--- config.mk ---
export PLATFORM = sky130hd
export DESIGN_NAME = equi_join_match_engine_unit
export DESIGN_NICKNAME = d
export VERILOG_FILES = /design/src/rtl/ejm_pkg.sv /design/src/rtl/ejm_ram.sv /design/src/rtl/ejm_front.sv /design/src/rtl/ejm_back.sv /design/src/rtl/equi_join_match_engine_unit.sv
export SDC_FILE = /design/constraint.sdc
export NUM_CORES = 2
export LEC_CHECK = 0
export BUFFER_PORTS_ARGS = -buffer_cell sky130_fd_sc_hd__buf_2
export CORE_ASPECT_RATIO = 0.5
export CORE_UTILIZATION = 40
export CTS_BUF_LIST = sky130_fd_sc_hd__clkbuf_16
export CTS_CLUSTER_DIAMETER = 30
export DETAILED_ROUTE_END_ITERATION = 7
export GPL_TIMING_DRIVEN = 0
export SETUP_SLACK_MARGIN = 0.02
export SLEW_MARGIN = 5
export SYNTH_ARGS = -nofsm -noshare
export SYNTH_HDL_FRONTEND = slang
export SYNTH_MEMORY_MAX_BITS = 65536
export SYNTH_SLANG_ARGS = --single-unit
--- constraint.sdc ---
create_clock -name clk -period 5.66 [get_ports clk]
set_input_delay 1.132 -clock clk [delete_from_list [all_inputs] [get_ports clk]]
set_output_delay 1.132 -clock clk [all_outputs]
set_load 0.02 [all_outputs]
--- src/rtl/ejm_pkg.sv ---
// shared types and constants for the equi-join match engine
`timescale 1ns / 1ps
package ejm_pkg;

	localparam int BuildSlots = 64;
	localparam int MaxResults = 64;
	localparam int SlotW      = $clog2(BuildSlots);
	localparam int CntW       = $clog2(BuildSlots + 1);
	localparam int ResCntW    = $clog2(MaxResults + 1);
	localparam int KeyW       = 64;
	localparam int TagW       = 32;
	localparam int OutSlotW   = 6;
	localparam int QueueDepth = 2;
	localparam int QPtrW      = $clog2(QueueDepth);
	localparam int QCntW      = $clog2(QueueDepth + 1);

	// input command codes
	localparam logic [1:0] CMD_BUILD  = 2'd0;
	localparam logic [1:0] CMD_PROBE  = 2'd1;
	localparam logic [1:0] CMD_FINISH = 2'd2;
	localparam logic [1:0] CMD_CLEAR  = 2'd3;

	// join kinds
	localparam logic [1:0] JOIN_INNER = 2'd0;
	localparam logic [1:0] JOIN_LEFT  = 2'd1;
	localparam logic [1:0] JOIN_RIGHT = 2'd2;
	localparam logic [1:0] JOIN_FULL  = 2'd3;

	// result kinds
	localparam logic [1:0] RES_MATCH    = 2'd0;
	localparam logic [1:0] RES_LEFT     = 2'd1;
	localparam logic [1:0] RES_RIGHT    = 2'd2;
	localparam logic [1:0] RES_OVERFLOW = 2'd3;

	typedef enum logic [3:0] {
		OP_BUILD  = 4'b0001,
		OP_PROBE  = 4'b0010,
		OP_FINISH = 4'b0100,
		OP_CLEAR  = 4'b1000
	} op_kind_t;

	typedef struct packed {
		op_kind_t          kind;
		logic [KeyW-1:0]   key;
		logic              present;
		logic [TagW-1:0]   tag;
	} op_t;

	typedef struct packed {
		logic [1:0]         kind;
		logic [TagW-1:0]    tag;
		logic [SlotW-1:0]   slot;
		logic               last;
	} res_t;

	typedef struct packed {
		logic pop;
	} q_ctl_t;

endpackage

--- src/rtl/ejm_ram.sv ---
// generic single write port ram with registered read
`timescale 1ns / 1ps
module ejm_ram #(
	parameter int Width = 8,
	parameter int Depth = 16
) (
	input  logic                     clk,
	input  logic                     we,
	input  logic [$clog2(Depth)-1:0] waddr,
	input  logic [Width-1:0]         wdata,
	input  logic                     re,
	input  logic [$clog2(Depth)-1:0] raddr,
	output logic [Width-1:0]         rdata
);

	logic [Width-1:0] mem_q [Depth];

	// write port
	always_ff @(posedge clk) begin
		if (we) begin
			mem_q[waddr] <= wdata;
		end
	end

	// registered read port
	always_ff @(posedge clk) begin
		if (re) begin
			rdata <= mem_q[raddr];
		end
	end

endmodule

--- src/rtl/ejm_front.sv ---
// command front end: decode and queue of pending operations
`timescale 1ns / 1ps
module ejm_front (
	input  logic                    clk,
	input  logic                    arst_n,
	input  logic                    start,
	input  logic [1:0]              cmd,
	input  logic [63:0]             key,
	input  logic                    key_present,
	input  logic [31:0]             probe_tag,
	output logic                    busy,
	input  ejm_pkg::q_ctl_t         q_ctl_in,
	output logic                    q_not_empty,
	output ejm_pkg::op_t            q_head
);
	import ejm_pkg::*;

	op_t              entry_q [QueueDepth];
	logic [QPtrW-1:0] wr_ptr_q;
	logic [QPtrW-1:0] rd_ptr_q;
	logic [QCntW-1:0] fill_q;
	logic             push;
	op_t              new_op;

	// classify the incoming command
	always_comb begin
		new_op.key     = key;
		new_op.present = key_present;
		new_op.tag     = probe_tag;
		unique case (cmd)
			CMD_BUILD:  new_op.kind = OP_BUILD;
			CMD_PROBE:  new_op.kind = OP_PROBE;
			CMD_FINISH: new_op.kind = OP_FINISH;
			default:    new_op.kind = OP_CLEAR;
		endcase
	end

	assign busy        = (fill_q == QCntW'(QueueDepth));
	assign push        = start && !busy;
	assign q_not_empty = (fill_q != '0);
	assign q_head      = entry_q[rd_ptr_q];

	// queue payload
	always_ff @(posedge clk) begin
		if (push) begin
			entry_q[wr_ptr_q] <= new_op;
		end
	end

	// queue pointers
	always_ff @(posedge clk or negedge arst_n) begin
		if (!arst_n) begin
			wr_ptr_q <= '0;
			rd_ptr_q <= '0;
			fill_q   <= '0;
		end else begin
			if (push) begin
				wr_ptr_q <= wr_ptr_q + QPtrW'(1);
			end
			if (q_ctl_in.pop) begin
				rd_ptr_q <= rd_ptr_q + QPtrW'(1);
			end
			if (push && !q_ctl_in.pop) begin
				fill_q <= fill_q + QCntW'(1);
			end else if (!push && q_ctl_in.pop) begin
				fill_q <= fill_q - QCntW'(1);
			end
		end
	end

endmodule

--- src/rtl/ejm_back.sv ---
// execution back end: slot store, scan pipeline and result sequencing
`timescale 1ns / 1ps
module ejm_back (
	input  logic                clk,
	input  logic                arst_n,
	input  logic [1:0]          join_kind,
	input  logic                q_not_empty,
	input  ejm_pkg::op_t        q_head,
	output ejm_pkg::q_ctl_t     q_ctl,
	output logic                result_valid,
	output ejm_pkg::res_t       result
);
	import ejm_pkg::*;

	typedef enum logic [2:0] {
		ST_IDLE = 3'b001,
		ST_SCAN = 3'b010,
		ST_END  = 3'b100
	} state_t;

	state_t             state_q;
	op_t                op_q;
	logic [CntW-1:0]    count_q;
	logic               probe_seen_q;
	logic [CntW-1:0]    iss_q;
	logic               valid_s1;
	logic [SlotW-1:0]   idx_s1;
	res_t               pend_q;
	logic               pend_v_q;
	logic [ResCntW-1:0] n_q;
	logic               matched_q;
	logic               out_v_q;
	res_t               out_q;

	logic               keep_unmatched;
	logic               right_outer;
	logic               is_probe;
	logic               ram_we;
	logic               ram_re;
	logic [KeyW:0]      ram_rdata;
	logic               hit_we;
	logic [SlotW-1:0]   hit_waddr;
	logic [0:0]         hit_wdata;
	logic [0:0]         hit_rdata;
	logic               found;
	logic               room;
	res_t               new_res;
	logic               emit;
	res_t               emit_res;
	logic               pop;

	assign keep_unmatched = (join_kind == JOIN_LEFT) || (join_kind == JOIN_FULL);
	assign right_outer = (join_kind == JOIN_RIGHT) || (join_kind == JOIN_FULL);
	assign is_probe    = (op_q.kind == OP_PROBE);
	assign pop         = (state_q == ST_IDLE) && q_not_empty;
	assign ram_we      = pop && (q_head.kind == OP_BUILD) && (count_q < CntW'(BuildSlots));
	assign ram_re      = (state_q == ST_SCAN) && (iss_q < count_q);

	assign q_ctl.pop       = pop;

	// key store: present flag over the key bits
	ejm_ram #(
		.Width(KeyW + 1),
		.Depth(BuildSlots)
	) u_keys (
		.clk  (clk),
		.we   (ram_we),
		.waddr(count_q[SlotW-1:0]),
		.wdata({q_head.present, q_head.key}),
		.re   (ram_re),
		.raddr(iss_q[SlotW-1:0]),
		.rdata(ram_rdata)
	);

	// match marks: cleared on slot insert, set by a probe hit under right or full join
	assign hit_we    = ram_we || ((state_q == ST_SCAN) && found && is_probe && right_outer);
	assign hit_waddr = (state_q == ST_SCAN) ? idx_s1 : count_q[SlotW-1:0];
	assign hit_wdata = (state_q == ST_SCAN);

	ejm_ram #(
		.Width(1),
		.Depth(BuildSlots)
	) u_hits (
		.clk  (clk),
		.we   (hit_we),
		.waddr(hit_waddr),
		.wdata(hit_wdata),
		.re   (ram_re),
		.raddr(iss_q[SlotW-1:0]),
		.rdata(hit_rdata)
	);

	// compare stage
	always_comb begin
		if (is_probe) begin
			found = valid_s1 && op_q.present && ram_rdata[KeyW]
				&& (ram_rdata[KeyW-1:0] == op_q.key);
		end else begin
			found = valid_s1 && !hit_rdata[0];
		end
		room         = (n_q < ResCntW'(MaxResults));
		new_res.kind = is_probe ? RES_MATCH : RES_RIGHT;
		new_res.tag  = is_probe ? op_q.tag : '0;
		new_res.slot = idx_s1;
		new_res.last = 1'b0;
	end

	// result selection
	always_comb begin
		emit     = 1'b0;
		emit_res = pend_q;
		unique case (state_q)
			ST_IDLE: begin
				if (pop && (q_head.kind == OP_BUILD) && !(count_q < CntW'(BuildSlots))) begin
					emit          = 1'b1;
					emit_res.kind = RES_OVERFLOW;
					emit_res.tag  = '0;
					emit_res.slot = '0;
					emit_res.last = 1'b1;
				end
			end
			ST_SCAN: begin
				if (found && room && pend_v_q) begin
					emit          = 1'b1;
					emit_res.last = 1'b0;
				end
			end
			ST_END: begin
				if (pend_v_q) begin
					emit          = 1'b1;
					emit_res.last = 1'b1;
				end else if (is_probe && !matched_q && keep_unmatched) begin
					emit          = 1'b1;
					emit_res.kind = RES_LEFT;
					emit_res.tag  = op_q.tag;
					emit_res.slot = '0;
					emit_res.last = 1'b1;
				end
			end
			default: ;
		endcase
	end

	// pending result and operation payload
	always_ff @(posedge clk) begin
		if (pop) begin
			op_q <= q_head;
		end
		if (state_q == ST_SCAN && found && room) begin
			pend_q <= new_res;
		end
		idx_s1 <= iss_q[SlotW-1:0];
		out_q  <= emit_res;
	end

	// control state
	always_ff @(posedge clk or negedge arst_n) begin
		if (!arst_n) begin
			state_q      <= ST_IDLE;
			count_q      <= '0;
			probe_seen_q <= 1'b0;
			iss_q        <= '0;
			valid_s1     <= 1'b0;
			pend_v_q     <= 1'b0;
			n_q          <= '0;
			matched_q    <= 1'b0;
			out_v_q      <= 1'b0;
		end else begin
			out_v_q  <= emit;
			valid_s1 <= ram_re;
			unique case (state_q)
				ST_IDLE: begin
					iss_q     <= '0;
					pend_v_q  <= 1'b0;
					n_q       <= '0;
					matched_q <= 1'b0;
					if (pop) begin
						unique case (q_head.kind)
							OP_BUILD: begin
								if (count_q < CntW'(BuildSlots)) begin
									count_q <= count_q + CntW'(1);
								end
							end
							OP_PROBE: begin
								if (count_q != '0) begin
									probe_seen_q <= 1'b1;
									state_q      <= ST_SCAN;
								end
							end
							OP_FINISH: begin
								if (probe_seen_q && right_outer && count_q != '0) begin
									state_q <= ST_SCAN;
								end
							end
							default: begin
								count_q      <= '0;
								probe_seen_q <= 1'b0;
							end
						endcase
					end
				end
				ST_SCAN: begin
					if (ram_re) begin
						iss_q <= iss_q + CntW'(1);
					end
					if (found) begin
						matched_q <= 1'b1;
						if (room) begin
							pend_v_q <= 1'b1;
							n_q      <= n_q + ResCntW'(1);
						end
					end
					if (!ram_re && !valid_s1) begin
						state_q <= ST_END;
					end
				end
				ST_END: begin
					pend_v_q <= 1'b0;
					state_q  <= ST_IDLE;
				end
				default: state_q <= ST_IDLE;
			endcase
		end
	end

	assign result_valid = out_v_q;
	assign result       = out_q;

endmodule

--- src/rtl/equi_join_match_engine_unit.sv ---
// top level of the equi-join match engine
// an overflow result is registered out in the cycle after its command leaves the queue
// a probe on a filled store, and a finish after a probe under right or full join, run the scan and end states
// before the next command is taken; others complete in idle; the final scan result is sent from the end state
// one command per back-end pass; results one per cycle at most, never held off
// reset is asynchronous active low and empties the store and queue; join_kind resets to inner
`timescale 1ns / 1ps
module equi_join_match_engine_unit (
	input  logic        clk,
	input  logic        arst_n,
	input  logic        start,
	output logic        busy,
	input  logic [1:0]  cmd,
	input  logic [63:0] key,
	input  logic        key_present,
	input  logic [31:0] probe_tag,
	input  logic        cfg_valid,
	output logic        cfg_ready,
	input  logic [1:0]  cfg_data,
	output logic        result_valid,
	output logic [1:0]  result_kind,
	output logic [31:0] tag_out,
	output logic [5:0]  build_slot,
	output logic        last
);
	import ejm_pkg::*;

	logic [1:0] join_kind_q;
	q_ctl_t     q_ctl;
	logic       q_not_empty;
	op_t        q_head;
	res_t       res;

	// configuration register
	assign cfg_ready = 1'b1;
	always_ff @(posedge clk or negedge arst_n) begin
		if (!arst_n) begin
			join_kind_q <= JOIN_INNER;
		end else if (cfg_valid && cfg_ready) begin
			join_kind_q <= cfg_data;
		end
	end

	// command front end
	ejm_front u_front (
		.clk        (clk),
		.arst_n     (arst_n),
		.start      (start),
		.cmd        (cmd),
		.key        (key),
		.key_present(key_present),
		.probe_tag  (probe_tag),
		.busy       (busy),
		.q_ctl_in   (q_ctl),
		.q_not_empty(q_not_empty),
		.q_head     (q_head)
	);

	// execution back end
	ejm_back u_back (
		.clk         (clk),
		.arst_n      (arst_n),
		.join_kind   (join_kind_q),
		.q_not_empty (q_not_empty),
		.q_head      (q_head),
		.q_ctl       (q_ctl),
		.result_valid(result_valid),
		.result      (res)
	);

	// result ports
	assign result_kind = res.kind;
	assign tag_out     = res.tag;
	assign build_slot  = OutSlotW'(res.slot);
	assign last        = res.last;

`ifndef NO_ASSERTIONS
	a_overflow_last: assert property (@(posedge clk) disable iff (!arst_n)
		result_valid && result_kind == RES_OVERFLOW |-> last && tag_out == '0)
		else $error("overflow result malformed");
	a_right_no_tag: assert property (@(posedge clk) disable iff (!arst_n)
		result_valid && result_kind == RES_RIGHT |-> tag_out == '0)
		else $error("right-only result carries a tag");
	a_left_single: assert property (@(posedge clk) disable iff (!arst_n)
		result_valid && result_kind == RES_LEFT |-> last && build_slot == '0)
		else $error("left-only result malformed");
`endif

endmodule

# Word level (Yosys, flattened, before mapping)
# Memories as Yosys holds them, arrays and structs flattened. A register that Yosys moved wholly into a read port is not among the register bits.
# Index checks and enable logic that the tools add are counted.
[word_totals]
reg_bits = 223
ram_bits = 4426
output_inout_bits = 44
wordCells = 157
memories = 3
[memory_table]
columns = ["memory", "depth", "word_bits", "rd", "rd_clocked_by_memory_dff", "wr", "line_no", "rtl"]
rows = [
  ["u_back.u_keys.mem_q", 64, 65, 1, 1, 1, "ejm_ram.sv:16", "logic [Width-1:0] mem_q [Depth];"],
  ["u_front.entry_q", 2, 101, 1, 0, 1, "ejm_front.sv:18", "op_t entry_q [QueueDepth];"],
  ["u_back.u_hits.mem_q", 64, 1, 1, 1, 1, "ejm_ram.sv:16", ""],
]
[op_classes]
n_addsub = 7
magnitude_cmp = 3
n_eq_ne = 24
n_mux = 43
bitwise = 2
reduce_logical = 50
[ops]
columns = ["op", "count"]
rows = [
  ["$mux W41", 2],
  ["$pmux W40 S2", 1],
  ["$eq A64 B64 Y1", 1],
  ["$pmux W7 S2", 3],
  ["$mux W40", 1],
  ["$mux W7", 4],
  ["$logic_and A1 B1 Y1", 23],
  ["$add A7 B1 Y7 const B", 3],
  ["$mux W1", 16],
  ["$lt A7 B7 Y1 const B", 2],
  ["$ne A2 B1 Y1 const B", 7],
  ["$mux W3", 4],
  ["$pmux W3 S2", 2],
  ["$pmux W4 S3", 1],
  ["$ne A3 B3 Y1 const B", 3],
  ["$eq A2 B2 Y1 const B", 4],
  ["$eq A4 B2 Y1 const B", 2],
  ["$logic_not A1 Y1", 8],
  ["$pmux W1 S2", 4],
  ["$reduce_and A4 Y1", 2],
  ["$reduce_bool A2 Y1", 4],
  ["$lt A7 B7 Y1", 1],
  ["$reduce_bool A7 Y1", 1],
  ["$mux W2", 3],
  ["other kinds (18)", 27],
]

# Longest topological paths before layout
[depth]
depth_word = 10
depth_mapped = 11
depth_no_buf = 8

# By module
# From an unflattened synthesis, not the netlist that was laid out.
[unflattened]
hier_cells = 7704
hier_area_um2 = 178010.7
[modules_own_cells]
columns = ["module", "instances", "cells_each", "area_per_inst_um2", "seq_area_each_um2"]
rows = [
  ["ejm_ram (u_back.u_keys)", 1, 6606, 158981.2, 126871.7],
  ["ejm_back", 1, 551, 8190.4, 5871.9],
  ["ejm_front", 1, 337, 7831.3, 6165.9],
  ["ejm_ram (u_back.u_hits)", 1, 204, 2924.1, 1951.9],
  ["equi_join_match_engine_unit", 1, 6, 83.8, 50.0],
]

# Worst setup path after synthesis
# No wires, ideal clock.
[synth_timing]
path_kind = "input to register"
startpoint = "in start"
endpoint = "mem u_front.entry_q[0][0] (netlist name) (enable)"
arrival_time_ns = 5.425
path_slack_ns = -0.326
cell_stages = 2
path_cell_list = "nand2_1 nor2_1"
[synth_between]
elab_chain_cells = 3
[synth_lines]
columns = ["element", "line_no", "rtl"]
rows = [
  ["start: declaration", "equi_join_match_engine_unit.sv:11", "input logic start,"],
  ["$logic_and A1 B1 Y1", "ejm_front.sv:39", "assign push = start && !busy;"],
  ["$mux W1", "ejm_front.sv:45", "if (push) begin"],
  ["$mux W1 (implied by the code)", "ejm_front.sv:46", "entry_q[wr_ptr_q] <= new_op;"],
  ["end: declaration", "ejm_front.sv:18", ""],
]
# No other way between the ends.

# Worst setup path in the final report
[layout_timing]
startpoint = "reg u_front.rd_ptr_q"
endpoint = "mem u_back.u_keys.mem_q[39][33] (netlist name) (enable)"
[layout_between]
elab_chain_cells = 6
[layout_lines]
columns = ["element", "line_no", "rtl"]
rows = [
  ["start: declaration", "ejm_front.sv:20", "logic [QPtrW-1:0] rd_ptr_q;"],
  ["start signal: assignment", "ejm_front.sv:61", "rd_ptr_q <= rd_ptr_q + QPtrW'(1);"],
  ["$mem_v2 Z2 W101", "n/a", ""],
  ["$eq A4 B1 Y1", "ejm_back.sv:56", "assign ram_we = pop && (q_head.kind == OP_BUILD) && (count_q < CntW'(BuildSlots));"],
  ["$logic_and A1 B1 Y1 (2 in series)", "ejm_back.sv:56", ""],
  ["$mux W1", "ejm_ram.sv:20", "if (we) begin"],
  ["$mux W1 (implied by the code)", "ejm_ram.sv:21", "mem_q[waddr] <= wdata;"],
  ["end: declaration", "ejm_ram.sv:16", ""],
]
# No other way between the ends.

==> flow_summary.json <==
{
  "status": "completed",
  "grt_pass1_wl_um": 658000,
  "clk_path_buf_depth": 4,
  "portBuffers": 147,
  "max_freq_mhz": 181,
  "layout.nets": 8167,
  "yosys.area.top_type": "edfxtp_1",
  "skew_ps": 63.3,
  "setup_viol": 0,
  "netlist_area_um2": 178000,
  "drive_gt1_frac": 0.355,
  "synth_top_flop_cell": "edfxtp_1",
  "grt-ovfl-total": 0,
  "worst_pin_slew_ps": 1420,
  "cp_data_required_time_ps": 6300,
  "rr_endpoint": "u_back.u_keys.mem_q[39][33]$_DFFE_PP_",
  "syn_nets": 7184,
  "finalWirelength_um": 473000,
  "vias": 84200,
  "crit_arrival_ps": 6170,
  "ant_nets": 0,
  "holdCritPathClass": "in2async",
  "max_cap_viol_count": 0,
  "initial_core_util": 0.403,
  "avgSynthCellArea_um2": 25.2,
  "p_leak_nw": 64.7,
  "r2r_slack_ps": 130,
  "dp_hpwl_um": 324000,
  "endpoint_kind": "flop",
  "ys_ff_latch": 4714,
  "synth_area_leaders": "edfxtp_1 (78%), mux4_2 (18%), mux2_2 (0.63%)",
  "start_kind": "flop",
  "power.density_nw_per_um2": 418,
  "cp_slowest_cell": "nor2_4",
  "netlist_instances": 7068,
  "clock-root-buffer": "clkbuf_16",
  "hold-worst-slack_ps": 299,
  "cts_buffers": 599,
  "antenna_found_initial": 51,
  "dr.pass1.iters": 5,
  "slew_viol_final": 0,
  "path_cells": "clkbuf_1 > buf_2 > or3_1 > nand2_1 > nand3_1 > nor4_1 > nand3_1 > nor2_4 > buf_12 > buf_12",
  "boundaryPins": 149,
  "final_cell_mix": "edfxtp_1 (4632), mux4_2 (1386), clkbuf_16 (615)",
  "drtIter0Drc": 12800,
  "synth_edf_count": 4632,
  "worstSkewPairLatency_ps": 980,
  "async_flop_share": 0.00742,
  "synthDistinctLibCells": 49,
  "hold_viol_final": 0,
  "cts_sinks": 4714,
  "fin_crit_sh": 0.976,
  "yosysSeqAreaShare": 0.792,
  "cp_max_fo": 17,
  "die_h_um": 473,
  "avgRoutedWirePerCell_um": 32.7,
  "ir_drop_v": 0.000327,
  "min_period_ps": 5530,
  "fp.dieW_um": 945,
  "clk_pin_slew_ps": 60,
  "syn2layout_area_growth_pct": 18.9,
  "synth_warnings": 0,
  "rr_startpoint": "u_front.rd_ptr_q$_DFFE_PN0P_",
  "cts_max_level": 6,
  "core_um2": 441000,
  "grt_usage": 0.209,
  "route.detailed.drc": 0,
  "critPathLaunch": "u_front.rd_ptr_q$_DFFE_PN0P_",
  "grt_max_degree": 66,
  "num_rows": 172,
  "dieArea_um2": 447000,
  "netlist.area_leader.share": 0.782,
  "maxSlewHeadroom": 0.0526,
  "finalSetupTns_ps": 0,
  "worst-r2r-cell-count": 10,
  "ctsHoldBuffers": 0,
  "cts_tree": "built",
  "grt_pass1_vias": 83200,
  "final_common_cell": "edfxtp_1",
  "worstSetupPathType": "reg2reg",
  "critPathMaxStageDelay_ps": 1020,
  "gp_congestion": 0.783,
  "fillers": 35100,
  "via_per_inst": 5.82
}
## metal layers
layer	track usage	share of wire	up-vias	routed length, um
met3	0.0494	0.10	774	49000
met1	0.327	0.44	46100	209000
li1	-	-	32900	-
met2	0.295	0.43	4408	202000
met5	0	0.00062	-	291
met4	0.0560	0.027	38	12800
## layout make-up
type | instances | area [um^2] | area share
buffer | 354 | 1490 | 0.00704
clock buffer | 615 | 15400 | 0.0728
multi-input combinational | 1979 | 35900 | 0.170
sequential | 4714 | 141000 | 0.667
inverter | 21 | 86.3 | 0.000408
tap | 5916 | 7400 | 0.0350
timing repair buffer | 382 | 5520 | 0.0261
clock inverter | 461 | 4670 | 0.0221
antenna | 14 | 35.0 | 0.000166
## worst max-delay path: cells and delay by family, from the launching register on
family | cells | cell delay (ps)
AND/OR/NAND/NOR | 6 | 3640
buffers and inverters | 4 | 1090
flip-flops | 1 | 360
## power by group
| part | leakage, nW | internal [W] | total [W] | switching, W |
|---|---|---|---|---|
| clock | 9.92 | 0.0230 | 0.0382 | 0.0152 |
| sequential | 42.9 | 0.0435 | 0.0438 | 0.000279 |
| combinational | 11.9 | 0.000933 | 0.00641 | 0.00547 |
## synthesized netlist by cell type (3+ instances only)
master	number
a211oi_1	3
a21o_1	5
a21oi_1	8
a22o_1	32
a31o_2	3
a31oi_1	4
and2_1	41
and3_1	4
buf_1	77
buf_2	78
clkbuf_1	197
dfrtp_1	34
dfxtp_1	47
edfxtp_1	4632
ha_1	11
inv_1	20
mux2_2	100
mux2i_1	13
mux4_2	1386
nand2_1	46
nand2b_1	3
nand3_1	22
nand3b_1	4
nand4_1	20
nor2_1	87
nor2b_1	3
nor3_1	70
nor4_1	10
o21ai_0	11
o31ai_1	3
or3b_2	3
xnor2_1	60
xor2_1	12
## worst max-delay path by stage
stage | endpoint | cells past startpoint
2_1_floorplan | u_back.u_keys.mem_q[62][0]$_DFFE_PP_ | 8
3_3_place_gp | u_back.u_keys.mem_q[46][34]$_DFFE_PP_ | 8
3_5_place_dp | u_back.u_keys.mem_q[38][34]$_DFFE_PP_ | 10
4_1_cts | u_back.u_keys.mem_q[38][31]$_DFFE_PP_ | 10
5_1_grt | u_back.u_keys.mem_q[39][32]$_DFFE_PP_ | 10
6_report | u_back.u_keys.mem_q[39][33]$_DFFE_PP_ | 10
## timing repair
action | 4_1_cts | 5_1_grt
gates resized for setup | 0 | 1
endpoints found under the setup margin | 0 | 37
endpoints found under the hold margin | 0 | 0
setup buffers | 0 | 3
## cells by family (layout without fill, tap and decap cells)
| logic type | after synthesis | count (layout) | synth area share |
|---|---|---|---|
| AOI/OAI and AO/OA | 76 | 76 | 0.00316 |
| xor gates and xnor gates | 72 | 72 | 0.00355 |
| adders and majority gates | 11 | 11 | 0.000774 |
| buffers and inverters | 375 | 1833 | 0.00853 |
| DFF | 4714 | 4714 | 0.792 |
| muxes | 1499 | 1499 | 0.183 |
| other | 1 | 15 | 0.0000211 |
| and+or+nand+nor | 320 | 320 | 0.00891 |
## registers in the layout, summed over array words and instances (netlist names), 7 cells and up
register and flops:
u_back.u_keys.mem_q 4160, u_front.entry_q 202, u_back.op_q 101, u_back.u_keys.rdata 65, u_back.u_hits.mem_q 64, u_back.result 41, u_back.pend_q 39, u_back.count_q 7
u_back.iss_q 7, u_back.n_q 7
## stage by stage
step / instances / util / instance area [um^2] / setup WS, ps / power, W
2_1_floorplan: 7068 / - / 178000 / 364 / 0.0476
3_3_place_gp: 13100 / 0.422 / 186000 / -5740 / 0.0504
3_5_place_dp: 13400 / 0.434 / 191000 / 203 / 0.0508
4_1_cts: 14400 / 0.479 / 211000 / 165 / 0.0887
5_1_grt: 14400 / 0.480 / 211000 / -64.3 / 0.0907
6_report: 14500 / 0.480 / 211000 / 135 / 0.0883
Note: power is estimated with default switching activity, not from simulation.
